## config.mk

```make
export PLATFORM = sky130hd
export DESIGN_NAME = irsm_front
export DESIGN_NICKNAME = d
export VERILOG_FILES = /design/src/hdl/irsm_pkg.sv /design/src/hdl/irsm_front.sv
export SDC_FILE = /design/constraint.sdc
export NUM_CORES = 1
export LEC_CHECK = 0
export ABC_AREA = 0
export BUFFER_PORTS_ARGS = -buffer_cell sky130_fd_sc_hd__buf_4
export CAP_MARGIN = 25
export CORE_MARGIN = 2
export CORE_UTILIZATION = 52
export CTS_CLUSTER_SIZE = 8
export DETAILED_ROUTE_END_ITERATION = 16
export PLACE_DENSITY = 0.95
export REMOVE_ABC_BUFFERS = 1
export SLEW_MARGIN = 20
export SYNTH_ARGS = -nofsm -noshare
export SYNTH_HDL_FRONTEND = slang
export SYNTH_SLANG_ARGS = --single-unit
```

## constraint.sdc

```tcl
create_clock -name clk -period 10.24 [get_ports clk]
set_clock_uncertainty 0.1 [all_clocks]
set_input_delay 2.048 -clock clk [delete_from_list [all_inputs] [get_ports clk]]
set_output_delay 2.048 -clock clk [all_outputs]
set_load 0.005 [all_outputs]
```

## src/hdl/irsm_pkg.sv

```systemverilog
`timescale 1ns / 1ps
// Shared constants, types and helpers for the int8 row-scaled matrix-vector block.
package irsm_pkg;

  localparam int MAX_COLS = 4096;
  localparam int MAX_ROWS = 4096;

  localparam int COL_W = $clog2(MAX_COLS);
  localparam int ROW_W = $clog2(MAX_ROWS);

  localparam int CNT_W     = 13;  // col_count / row_count register width
  localparam int IDX_W     = 12;  // vec_index width
  localparam int VEC_W     = 16;  // Q4.12 vector element
  localparam int WGT_W     = 8;   // int8 weight
  localparam int SCL_W     = 16;  // Q0.15 row scale
  localparam int SCL_FRAC  = 15;
  localparam int ACC_W     = 36;
  localparam int RES_W     = 32;
  localparam int RN_W      = 12;  // row_number width

  localparam int PRD_W = VEC_W + WGT_W;
  localparam int LO_W  = ACC_W / 2;
  localparam int HI_W  = ACC_W - LO_W;
  localparam int PHI_W = HI_W + SCL_W;
  localparam int PLO_W = LO_W + 1 + SCL_W;
  localparam int SUM_W = ACC_W + SCL_W + 1;
  localparam int Q_W   = SUM_W - SCL_FRAC;

  localparam int FIFO_DEPTH = 4;
  localparam int FIFO_AW    = $clog2(FIFO_DEPTH);

  typedef enum logic {
    ACT_LOAD   = 1'b0,
    ACT_WEIGHT = 1'b1
  } action_t;

  typedef enum logic {
    REG_COL_COUNT = 1'b0,
    REG_ROW_COUNT = 1'b1
  } reg_idx_t;

  // One classified item on its way from the front to the back end.
  typedef struct packed {
    logic                    is_load;
    logic                    load_ok;
    logic [COL_W-1:0]        addr;
    logic signed [VEC_W-1:0] value;
    logic signed [WGT_W-1:0] weight;
    logic signed [SCL_W-1:0] scale;
    logic                    row_end;
    logic [RN_W-1:0]         row_number;
    logic                    last_row;
  } op_t;

  typedef struct packed {
    logic             row_end;
    logic             last_row;
    logic [COL_W-1:0] col;
    logic [ROW_W-1:0] row;
  } front_st_t;

  // Effective count minus one, with 0 acting as 1 and anything above max as max.
  function automatic int clamp_m1(input logic [CNT_W-1:0] v, input int max);
    int r;
    if (v == '0) begin
      r = 0;
    end else if (int'(v) > max) begin
      r = max - 1;
    end else begin
      r = int'(v) - 1;
    end
    return r;
  endfunction

endpackage

```

## src/hdl/irsm_front.sv

```systemverilog
`timescale 1ns / 1ps
// Front end: config registers, item classification, column and row tracking.
module irsm_front (
  input  logic                        clk,
  input  logic                        rst,
  input  logic                        cfg_wr_en,
  input  irsm_pkg::reg_idx_t          cfg_index,
  input  logic [irsm_pkg::CNT_W-1:0]  cfg_data,
  input  logic                        in_valid,
  output logic                        in_ready,
  input  irsm_pkg::action_t           action,
  input  logic [irsm_pkg::IDX_W-1:0]  vec_index,
  input  logic signed [irsm_pkg::VEC_W-1:0] vec_value,
  input  logic signed [irsm_pkg::WGT_W-1:0] weight,
  input  logic signed [irsm_pkg::SCL_W-1:0] row_scale,
  output logic                        push_valid,
  output irsm_pkg::op_t               push_op,
  input  logic                        push_ready,
  output irsm_pkg::front_st_t         status
);
  import irsm_pkg::*;

  logic [CNT_W-1:0] col_count;
  logic [CNT_W-1:0] row_count;
  logic [COL_W-1:0] col;
  logic [COL_W-1:0] col_next;
  logic [ROW_W-1:0] row;
  logic [ROW_W-1:0] row_next;
  logic             accept;
  logic             is_weight;
  logic             row_end;
  logic             last_row;

  assign in_ready   = push_ready;
  assign push_valid = in_valid;
  assign accept     = in_valid && push_ready;
  assign is_weight  = (action == ACT_WEIGHT);

  // Counters past the count (after a mid-stream register write) still end the row.
  assign row_end  = int'(col) >= clamp_m1(col_count, MAX_COLS);
  assign last_row = int'(row) >= clamp_m1(row_count, MAX_ROWS);

  always_comb begin
    col_next = col;
    row_next = row;
    if (accept && is_weight) begin
      if (row_end) begin
        col_next = '0;
        row_next = last_row ? '0 : row + 1'b1;
      end else begin
        col_next = col + 1'b1;
      end
    end
  end

  always_comb begin
    push_op.is_load    = !is_weight;
    push_op.load_ok    = int'(vec_index) < MAX_COLS;
    push_op.addr       = is_weight ? col : COL_W'(vec_index);
    push_op.value      = vec_value;
    push_op.weight     = weight;
    push_op.scale      = row_scale;
    push_op.row_end    = row_end;
    push_op.row_number = RN_W'(row);
    push_op.last_row   = last_row;
  end

  assign status.row_end  = row_end;
  assign status.last_row = last_row;
  assign status.col      = col;
  assign status.row      = row;

  always_ff @(posedge clk) begin
    if (rst) begin
      col_count <= CNT_W'(1);
      row_count <= CNT_W'(1);
      col       <= '0;
      row       <= '0;
    end else begin
      col <= col_next;
      row <= row_next;
      if (cfg_wr_en) begin
        unique case (cfg_index)
          REG_COL_COUNT: col_count <= cfg_data;
          REG_ROW_COUNT: row_count <= cfg_data;
        endcase
      end
    end
  end

endmodule

```

==> flow_summary.json <==
{
  "die_y_um": 89.7,
  "fin_hold_ws_ps": 383,
  "num_rows": 31,
  "drt_iter0_drc": 148,
  "synthCells": 489,
  "core_area_um2": 7180,
  "grt_pass1_wl_mm": 15.7,
  "place.gp.congestion": 0.842,
  "setup-tns-final_ps": 0,
  "drive_gt1_frac": 0.233,
  "drtAntennaViolNets": 0,
  "syn_area_per_cell_um2": 7.81,
  "fin_ws_ps": 4570,
  "max_cap_viol_count": 0,
  "min_path_type": "flop to flop",
  "cts_root_buf": "clkbuf_8",
  "syn_area_um2": 3820,
  "hold_viol": 0,
  "min_from": "col_count[1]$_SDFFE_PP0P_",
  "post_cts_buffers": 0,
  "final_cell_mix": "86 x buf_4, 73 x nand2_1, 50 x dfxtp_1, 39 x a21oi_1, 36 x nor2_1",
  "maxSlewViolCount": 0,
  "final_common_cell": "buf_4",
  "avgViaCountPerCell": 5.76,
  "nets": 607,
  "cp-startpoint": "row_count[0]$_SDFFE_PP1P_",
  "place_ws_ps": 4930,
  "power_leakage_nw": 1.83,
  "drt-pass1-iter-count": 4,
  "setup_violations": 0,
  "htreeDepth": 2,
  "cts_tree": "done",
  "r2r-start": "col_count[2]$_SDFFE_PP0P_",
  "endpoint_kind": "primary output",
  "rsz0062_at_grt": "no",
  "num_vias": 3487,
  "clk_pin_slew_ps": 80,
  "cp.arrival_ps": 3520,
  "io_buffers": 86,
  "status": "finished clean",
  "synth.distinct_cells": 57,
  "cts_buffer_depth": 2,
  "area_growth_pct": 8.82,
  "power.total_mw": 0.437,
  "ys.flop_type": "dfxtp_1",
  "die_area_um2": 8040,
  "yosysWarnings": 0,
  "clk_latency_ps": 310,
  "synthTopCellsByArea": "dfxtp_1 26%, buf_4 12%, ha_1 9.2%",
  "synth_edf_count": 0,
  "power_density_nw_per_um2": 105,
  "cts_resized": 0,
  "required_ps": 8090,
  "ys_ff_latch": 50,
  "postCtsHoldBufs": 0,
  "wire_per_inst_um": 16.9,
  "worst_setup_path_start_kind": "flop",
  "cts_num_sinks": 50,
  "grt_use_total": 0.257,
  "antenna_found_initial": 0,
  "final_core_util": 0.579,
  "irDropWorstVdd_mv": 0.0775,
  "fin_crit_sh": 0.554,
  "fillCellCount": 636,
  "layout_min_cycle_time_ps": 5670,
  "grt_overflow": 0,
  "post-dp-hpwl_mm": 8.11,
  "insertedDiodeCount": 0,
  "critPathMaxFanout": 7,
  "grt_max_degree": 31,
  "crit_type": "flop to primary output",
  "tightest_slew_ps": 863,
  "synthArstFlopShare": 0,
  "die_w_um": 89.7,
  "start_util": 0.532,
  "drc": 0,
  "ios": 168,
  "cts_buffers": 5,
  "first_global_vias": 3219,
  "relSlewSlack": 0.424,
  "totalWireLength_mm": 10.2,
  "clock.fmax_mhz": 176,
  "yosysSeqAreaShare": 0.262,
  "netlist.area_leader.share": 0.262,
  "yosysTopAreaCell": "dfxtp_1"
}
[power breakdown]
| group | internal, mW | switching [mW] |
|---|---|---|
| registers | 0.200 | 0.0100 |
| logic | 0.0528 | 0.0568 |
| clock network | 0.0523 | 0.0643 |
| total | 0.306 | 0.131 |
[per-stage QoR]
step                      area [um2]  cells
after floorplan                 3300    414
after global placement          4070    599
after detailed placement        4070    599
after CTS                       4150    605
after global routing            4150    605
final                           4150    605
[path summary, 6_finish.rpt]
path                                     to  slack, ps  depth (start not counted)
hold reg to reg   col_count[1]$_SDFFE_PP0P_        380                          2
hold / removal    col_count[1]$_SDFFE_PP0P_        380                          2
setup reg to reg        row[2]$_SDFFE_PP0P_       6260                         13
setup / recovery                 push_op[0]       4570                         13
[synthesized netlist by cell type (9+ instances only)]
cell type,n
nand2_1,73
buf_4,60
dfxtp_1,50
a21oi_1,39
nor2_1,36
ha_1,28
xor2_1,17
o21ai_0,15
mux2_2,14
nor3_1,14
inv_1,13
nand3_1,13
clkbuf_1,12
a22o_1,9
and3_1,9
[metal layers]
layer | track usage | share of wire | up-vias
li1 | - | - | 1684
met1 | 0.326 | 0.42 | 1636
met2 | 0.379 | 0.44 | 154
met3 | 0.142 | 0.12 | 13
met4 | 0.0543 | 0.012 | 0
met5 | 0.0649 | 0 | -
[worst max-delay path, stage by stage (launching register included)]
cell       delay [ps]
dfxtp_1           330
inv_1             110
ha_1              240
nand3b_1          180
or4_1             510
nor2_1            370
nor2_1            120
o21ai_0           170
ha_1              270
a211oi_1          230
o21ai_0           110
o2111ai_1         150
nand3_1           240
buf_4             200
[state kept, by name, indices dropped and copies added (netlist names)]
| register | count |
|---|---|
| col | 12 |
| col_count | 13 |
| row | 12 |
| row_count | 13 |
[cells by family (layout without fill, tap and decap cells)]
logic type	count (synthesis)	count (layout)	share of synthesized area
xor+xnor	25	25	0.0574
other cells	1	1	0.000982
compound gates	100	100	0.168
buf+inv	88	105	0.148
flops	50	50	0.262
fa+ha+maj	30	30	0.0970
simple gates	181	181	0.226
mux	14	14	0.0413
[cell type report]
type	count	area (um2)	share of cell area
Multi-Input combinational cell	351	2250	0.542
Tap cell	99	124	0.0298
Sequential cell	50	1000	0.241
Inverter	13	48.8	0.0117
Clock buffer	6	82.6	0.0199
Timing Repair Buffer	86	646	0.155
No activity file was read; power rests on OpenSTA's default activity.
