$ cat config.mk
export PLATFORM = sky130hd
export DESIGN_NAME = irsm_fifo
export DESIGN_NICKNAME = d
export VERILOG_FILES = /design/src/hdl/irsm_pkg.sv /design/src/hdl/irsm_fifo.sv
export SDC_FILE = /design/constraint.sdc
export NUM_CORES = 1
export LEC_CHECK = 0
export ABC_AREA = 1
export BUFFER_PORTS_ARGS = -buffer_cell sky130_fd_sc_hd__buf_2
export CAP_MARGIN = 20
export CORE_MARGIN = 2
export CORE_UTILIZATION = 32
export CTS_BUF_LIST = sky130_fd_sc_hd__clkbuf_4
export DETAILED_ROUTE_END_ITERATION = 7
export PLACE_DENSITY_LB_ADDON = 0.2
export SETUP_SLACK_MARGIN = 0.2
export SLEW_MARGIN = 20
export SYNTH_ARGS = -nofsm -noshare
export SYNTH_HDL_FRONTEND = slang
export SYNTH_SLANG_ARGS = --single-unit
$ cat constraint.sdc
create_clock -name clk -period 3.7 [get_ports clk]
set_input_delay 0.555 -clock clk [delete_from_list [all_inputs] [get_ports clk]]
set_output_delay 0.555 -clock clk [all_outputs]
set_load 0.005 [all_outputs]
$ cat src/hdl/irsm_pkg.sv
`timescale 1ns / 1ps
// Shared constants, types and helpers for the int8 row-scaled matrix-vector block.
package irsm_pkg;

  localparam int MAX_COLS = 4096;
  localparam int MAX_ROWS = 4096;

  localparam int COL_W = $clog2(MAX_COLS);
  localparam int ROW_W = $clog2(MAX_ROWS);

  localparam int CNT_W     = 13;  // col_count / row_count register width
  localparam int IDX_W     = 12;  // vec_index width
  localparam int VEC_W     = 16;  // Q4.12 vector element
  localparam int WGT_W     = 8;   // int8 weight
  localparam int SCL_W     = 16;  // Q0.15 row scale
  localparam int SCL_FRAC  = 15;
  localparam int ACC_W     = 36;
  localparam int RES_W     = 32;
  localparam int RN_W      = 12;  // row_number width

  localparam int PRD_W = VEC_W + WGT_W;
  localparam int LO_W  = ACC_W / 2;
  localparam int HI_W  = ACC_W - LO_W;
  localparam int PHI_W = HI_W + SCL_W;
  localparam int PLO_W = LO_W + 1 + SCL_W;
  localparam int SUM_W = ACC_W + SCL_W + 1;
  localparam int Q_W   = SUM_W - SCL_FRAC;

  localparam int FIFO_DEPTH = 4;
  localparam int FIFO_AW    = $clog2(FIFO_DEPTH);

  typedef enum logic {
    ACT_LOAD   = 1'b0,
    ACT_WEIGHT = 1'b1
  } action_t;

  typedef enum logic {
    REG_COL_COUNT = 1'b0,
    REG_ROW_COUNT = 1'b1
  } reg_idx_t;

  // One classified item on its way from the front to the back end.
  typedef struct packed {
    logic                    is_load;
    logic                    load_ok;
    logic [COL_W-1:0]        addr;
    logic signed [VEC_W-1:0] value;
    logic signed [WGT_W-1:0] weight;
    logic signed [SCL_W-1:0] scale;
    logic                    row_end;
    logic [RN_W-1:0]         row_number;
    logic                    last_row;
  } op_t;

  typedef struct packed {
    logic             row_end;
    logic             last_row;
    logic [COL_W-1:0] col;
    logic [ROW_W-1:0] row;
  } front_st_t;

  // Effective count minus one, with 0 acting as 1 and anything above max as max.
  function automatic int clamp_m1(input logic [CNT_W-1:0] v, input int max);
    int r;
    if (v == '0) begin
      r = 0;
    end else if (int'(v) > max) begin
      r = max - 1;
    end else begin
      r = int'(v) - 1;
    end
    return r;
  endfunction

endpackage

$ cat src/hdl/irsm_fifo.sv
`timescale 1ns / 1ps
// Short queue of classified items between the front and back ends.
module irsm_fifo (
  input  logic          clk,
  input  logic          rst,
  input  logic          push_valid,
  input  irsm_pkg::op_t push_op,
  output logic          push_ready,
  output logic          pop_valid,
  output irsm_pkg::op_t pop_op,
  input  logic          pop_ready
);
  import irsm_pkg::*;

  op_t                q [FIFO_DEPTH];
  logic [FIFO_AW-1:0] wr_ptr;
  logic [FIFO_AW-1:0] rd_ptr;
  logic [FIFO_AW:0]   count;
  logic               push;
  logic               pop;

  assign push_ready = (count != (FIFO_AW+1)'(FIFO_DEPTH));
  assign pop_valid  = (count != '0);
  assign pop_op     = q[rd_ptr];
  assign push       = push_valid && push_ready;
  assign pop        = pop_valid && pop_ready;

  always_ff @(posedge clk) begin
    if (push) begin
      q[wr_ptr] <= push_op;
    end
  end

  always_ff @(posedge clk) begin
    if (rst) begin
      wr_ptr <= '0;
      rd_ptr <= '0;
      count  <= '0;
    end else begin
      if (push) begin
        wr_ptr <= wr_ptr + 1'b1;
      end
      if (pop) begin
        rd_ptr <= rd_ptr + 1'b1;
      end
      case ({push, pop})
        2'b10:   count <= count + 1'b1;
        2'b01:   count <= count - 1'b1;
        default: count <= count;
      endcase
    end
  end

endmodule

==> results.yml, run 1 <==
timing:
  grt_setup_unrepaired: "no"
  fin_ws_ps: 878.9
  max_slew_margin_pct: 34.76
  tightestPinTransition_ps: 978.6
  period_minus_slack_ps: 2821
  finalHoldViolCount: 0
  skew_ps: 25.88
  setup_viol: 0
  post-route-period-util_pct: 76.25
  whs_ps: 122.8
  fmax_mhz: 354.5
  drv_slew: 0
  tns_ps: 0
placement:
  numPortBuffers: 141
  pre_cts_ws_ps: 1449
  dp_cells: 1276
  gp_congestion: 0.7196
  placed_area_sq_um: 11700
  dp_hpwl_mm: 12.82
worst_setup_path:
  cpMaxStageDelayCell: "inv_6"
  critPathMaxFanout: 136
  cp-end-kind: "output pin"
  path_cells: "inv_6 -> o21ai_0 -> o22ai_1 -> buf_2"
  critPathKind: "reg2out"
  arrival_ps: 2270
  crit_required_ps: 3140
  crit_path_max_incr_delay_ps: 660
  reg2reg_depth: 12
  cp-start-kind: "register"
drt:
  wl_per_cell_um: 16.94
  detail_route.first_pass.iterations: 5
  drt_iter0_drc: 315
  vias: 6534
  vias_per_cell: 4.637
  finalWirelength_mm: 23.87
  drcViolationCount: 0
  ant_nets: 0
global_route:
  grt_pass1_wl_mm: 36.47
  track_usage_pct: 13.96
  antenna_found_initial: 4
  grt_max_degree: 137
  overflow: 0
  grt_pass1_vias: 6658
clock_network:
  cts_num_sinks: 281
  cts_resized: 0
  cts_tree: "yes"
  cts_hold_buf: 0
  clkLatencyLatePin_ps: 650
  cts_buffers: 75
  clock-root-buffer: "clkbuf_4"
  post_cts_buffers: 0
  cts.path.max_buffers: 3
  htreeDepth: 3
  clk_pin_slew_worst_paths_ps: 60
floorplanning:
  core-area_sq_um: 32450
  start_util_pct: 32.47
  die_w_um: 185.5
  rows: 66
  die_y_um: 185.5
  die_area_sq_um: 34390
  ioPinCount: 142
status:
  status: "finished clean"
final_layout:
  seqCellArea_sq_um: 8353
  postLayoutCoreUtil_pct: 39.15
  area_growth_pct: 20.59
  finish.instance_area_sq_um: 12710
  nNetsFinal: 989
  multi_input_area_sq_um: 1883
  fillerInstances: 3136
  final_layout_size_suffix_gt1_share_pct: 29.56
  fin_cells: 1409
  final_cell_mix: "edfxtp_1 (272), nor2_1 (142), buf_2 (141)"
  layout_commonest_cell: "edfxtp_1"
worst_hold_path:
  hp-class: "in2reg"
  whs_path_depth: 1
power_and_ir_drop:
  pwr-share-clk_pct: 33.4
  switching_share_pct: 28.40
  ir_drop_uv: 392.0
  leakagePower_nw: 4.508
  p_switching_mw: 2.374
  p_seq_share_pct: 46.3
  p_total_mw: 8.357
  p_int_mw: 5.984
  power.density_nw_per_um2: 657.7
  combPwrFrac_pct: 20.4
synth:
  synth_fa_ha_area_share_pct: 0.7838
  synth.avg_cell_area_sq_um: 14.53
  synth_top_family_by_area: "compound AO/OA/AOI/OAI gates"
  muxShareOfSynthArea_pct: 0
  synth_warnings: 0
  synth_xor_area_share_pct: 0
  synth-simple-area-share_pct: 5.973
  ys_seq_elements: 281
  netlist_instances: 725
  seq_area_frac_synth_pct: 79.23
  synth_cell_type_count: 19
  synth_nets: 803
  synth_compound_area_share_pct: 10.83
  syn_area_sq_um: 10540
flow_run:
  cap_viol_max_count: 0
==> cell type report <==
type                            count  area share [%]
Tap cell                          442           4.353
Clock inverter                      9          0.7090
Clock buffer                      121           7.149
Multi-Input combinational cell    383           14.82
Antenna cell                        3         0.05908
Sequential cell                   281           65.74
Inverter                           18          0.5711
Timing Repair Buffer              152           6.598
==> power groups by stage <==
stage / logic, mW / registers, mW / clock network, mW
2_1_floorplan: 1.04 / 3.92 / 0
3_3_place_gp: 1.75 / 3.93 / 0
3_5_place_dp: 1.76 / 3.94 / 0
4_1_cts: 1.76 / 3.87 / 2.90
5_1_grt: 1.95 / 3.89 / 3.08
6_report: 1.70 / 3.87 / 2.79
==> worst max-delay path, delay by kind of cell, from the launching register on <==
kind            cells  cell delay, ps
buf+inv             2             810
flops               1             360
compound gates      2             390
==> sequential cells by signal, summed over array words and instances (netlist names), named ones only <==
name / count
rd_ptr: 2
wr_ptr: 2
q: 272
count: 3
==> worst paths after layout <==
| path | slack, ps | to | from |
|---|---|---|---|
| worst max-delay path | 880 | pop_op[61] | register |
| worst min-delay path | 120 | q[3][10]$_DFFE_PP_ | push_op[10] |
| worst max register to register | 1570 | count[2]$_SDFFE_PP0P_ | count[1]$_SDFFE_PP0P_ |
| worst min register to register | 480 | register | rd_ptr[1]$_SDFFE_PP0P_ |
==> cell usage after synthesis <==
library cell | n | area share, %
inv_1 | 16 | 0.57
clkbuf_1 | 11 | 0.39
inv_2 | 1 | 0.036
inv_6 | 1 | 0.083
o21ai_1 | 5 | 0.24
nor2_1 | 146 | 5.2
buf_6 | 9 | 0.96
ha_1 | 5 | 0.59
fa_1 | 1 | 0.19
edfxtp_1 | 272 | 78
clkbuf_4 | 2 | 0.14
buf_2 | 12 | 0.57
nand2_1 | 15 | 0.53
nand3_1 | 5 | 0.24
a21oi_1 | 5 | 0.24
clkbuf_2 | 9 | 0.43
dfxtp_1 | 9 | 1.7
o21ai_0 | 133 | 6.3
o22ai_1 | 68 | 4.0
==> cell families (layout without fill, tap and decap cells) <==
kind of cell / Yosys count / after routing
other: 0 / 3
flip-flops: 281 / 281
AND/OR/NAND/NOR: 166 / 166
adder cells (fa/ha/maj): 6 / 6
buffers and inverters: 61 / 300
AO/OA/AOI/OAI: 211 / 211
==> metal layers <==
layer	wire length, um	up-vias	part of all wire (%)	global-route usage [%]
met1	10350	3153	43	17.45
met3	1789	53	7.5	5.068
met5	14	-	0.059	0
li1	-	3139	-	-
met2	11220	187	47	22.24
met4	490	2	2.1	5.175
(Power assumes the default switching activity.)
==> run 2, diff against run 1 <==
==> constraint.sdc (replaced) <==
create_clock -name clk -period 2.9 [get_ports clk]
set_input_delay 0.435 -clock clk [delete_from_list [all_inputs] [get_ports clk]]
set_output_delay 0.435 -clock clk [all_outputs]
set_load 0.005 [all_outputs]
==> results.yml, run 2 (synthesis results as in run 1) <==
worst_setup_path:
  critPathMaxFanout: 67
  worstReg2RegEnd: "count[2]$_SDFFE_PP0P_"
  critPathKind: "reg2out"
  rrSetupSlack_ps: 830
  reg2reg_from: "count[1]$_SDFFE_PP0P_"
  arrival_ps: 2050
  cp-start-kind: "register"
  cp-end-kind: "output pin"
  crit_required_ps: 2470
  reg2reg_depth: 12
final_layout:
  nNetsFinal: 1067
  area_growth_pct: 28.22
  largest_register_ffs: 272
  final_cell_mix: "edfxtp_1 (272), nor2_1 (142), buf_2 (141)"
  layout_commonest_cell: "edfxtp_1"
  largestRegisters: "q (272), count (3)"
  fillerInstances: 3086
  regMostFlops: "q"
  final_layout_size_suffix_gt1_share_pct: 27.49
  finish.instance_area_sq_um: 13510
floorplanning:
  die_y_um: 185.5
  rows: 66
  die_w_um: 185.5
  core-area_sq_um: 32450
  die_area_sq_um: 34390
  ioPinCount: 142
  start_util_pct: 32.47
power_and_ir_drop:
  ir_drop_uv: 483.0
  power.density_nw_per_um2: 811.5
  leakagePower_nw: 4.849
worst_hold_path:
  whs_path_depth: 3
  hold_path_end: "wr_ptr[1]$_SDFFE_PP0P_"
  hp-class: "in2reg"
  hp-start: "push_valid"
timing:
  skew_ps: 54.09
  max_slew_margin_pct: 57.59
  finalHoldViolCount: 0
  post-route-period-util_pct: 85.58
  fmax_mhz: 402.9
  tightestPinTransition_ps: 636.1
  setup_viol: 0
  drv_slew: 0
  period_minus_slack_ps: 2482
  tns_ps: 0
  grt_setup_unrepaired: "no"
global_route:
  overflow: 0
  antenna_found_initial: 3
  grt_max_degree: 69
  track_usage_pct: 15.13
  grt_pass1_wl_mm: 39.61
  grt_pass1_vias: 7149
clock_network:
  cts_tree: "yes"
  clkLatencyLatePin_ps: 670
  cts.path.max_buffers: 3
  htreeDepth: 3
  cts_buffers: 78
  cts_num_sinks: 281
  clock-root-buffer: "clkbuf_4"
  clk_pin_slew_worst_paths_ps: 70
  post_cts_buffers: 0
drt:
  ant_nets: 0
  vias_per_cell: 4.627
  drt_iter0_drc: 404
  vias: 6881
  finalWirelength_mm: 25.85
  drcViolationCount: 0
  wl_per_cell_um: 17.38
  detail_route.first_pass.iterations: 4
placement:
  placed_area_sq_um: 11740
  numPortBuffers: 141
  gp_congestion: 0.7355
  dp_hpwl_mm: 13.39
status:
  status: "finished clean"
flow_run:
  cap_viol_max_count: 0
## run 2: layer usage
layer  up-vias  routed length [um]  track usage (%)
li1       3300                   -                -
met1      3350               11430            18.97
met2       181               12220            24.57
met3        46                1730            4.989
met4         4                 453            5.238
met5         -                  21                0
## run 2: how the worst max path moves through the flow
stage,startpoint,endpoint,slack [ps],depth (start not counted)
after floorplan,count[1]$_SDFFE_PP0P_,q[0][0]$_DFFE_PP_,-3,4
after global placement,count[1]$_SDFFE_PP0P_,count[2]$_SDFFE_PP0P_,840,12
after detailed placement,count[1]$_SDFFE_PP0P_,count[2]$_SDFFE_PP0P_,830,12
after CTS,register,pop_op[51],200,5
after global routing,register,pop_op[67],210,5
final,register,pop_op[51],420,5
## run 2: power by group
group	switching, mW	leakage, nW	internal (mW)	total, mW
clock	1.61	0.591	1.99	3.61
combinational	1.53	1.69	0.903	2.43
sequential	0.0973	2.57	4.83	4.92
total	3.24	4.85	7.72	11.0
## run 2: what timing repair did
item,CTS,global route
cloned,1,0
hold endpoints to repair,275,0
hold buffers,70,0
gates resized for setup,3,3
setup endpoints to repair,20,36
## run 2: area by class of cell
type	count	area, sq um	share of cell area, %
flip-flops and latches	281	8356	61.85
repair buffers	227	1629	12.06
multi-input cells	383	1883	13.94
inverters	18	76.32	0.5650
clock inverters	20	146.4	1.084
diodes	1	2.502	0.01852
well taps	442	553.0	4.094
clock buffers	115	863.3	6.391
## run 2: stage by stage
stage               util (%)  power, mW  setup WS [ps]  cells  hold slack (ps)
finish                 41.63      10.96          418.1   1487            71.65
global route           41.63      11.67          214.6   1487            12.89
CTS                    41.60      11.20          202.7   1486            2.779
detailed placement     36.18      7.345          827.0   1280            503.4
global placement       36.18      7.346          836.8   1280            500.6
floorplan                  -      6.317         -2.820    725            458.7
## run 2: critical path, stage by stage, from the launching register on
cell,delay [ps]
dfxtp_4,380
inv_8,290
buf_12,250
o21ai_0,100
o22ai_1,180
buf_2,160
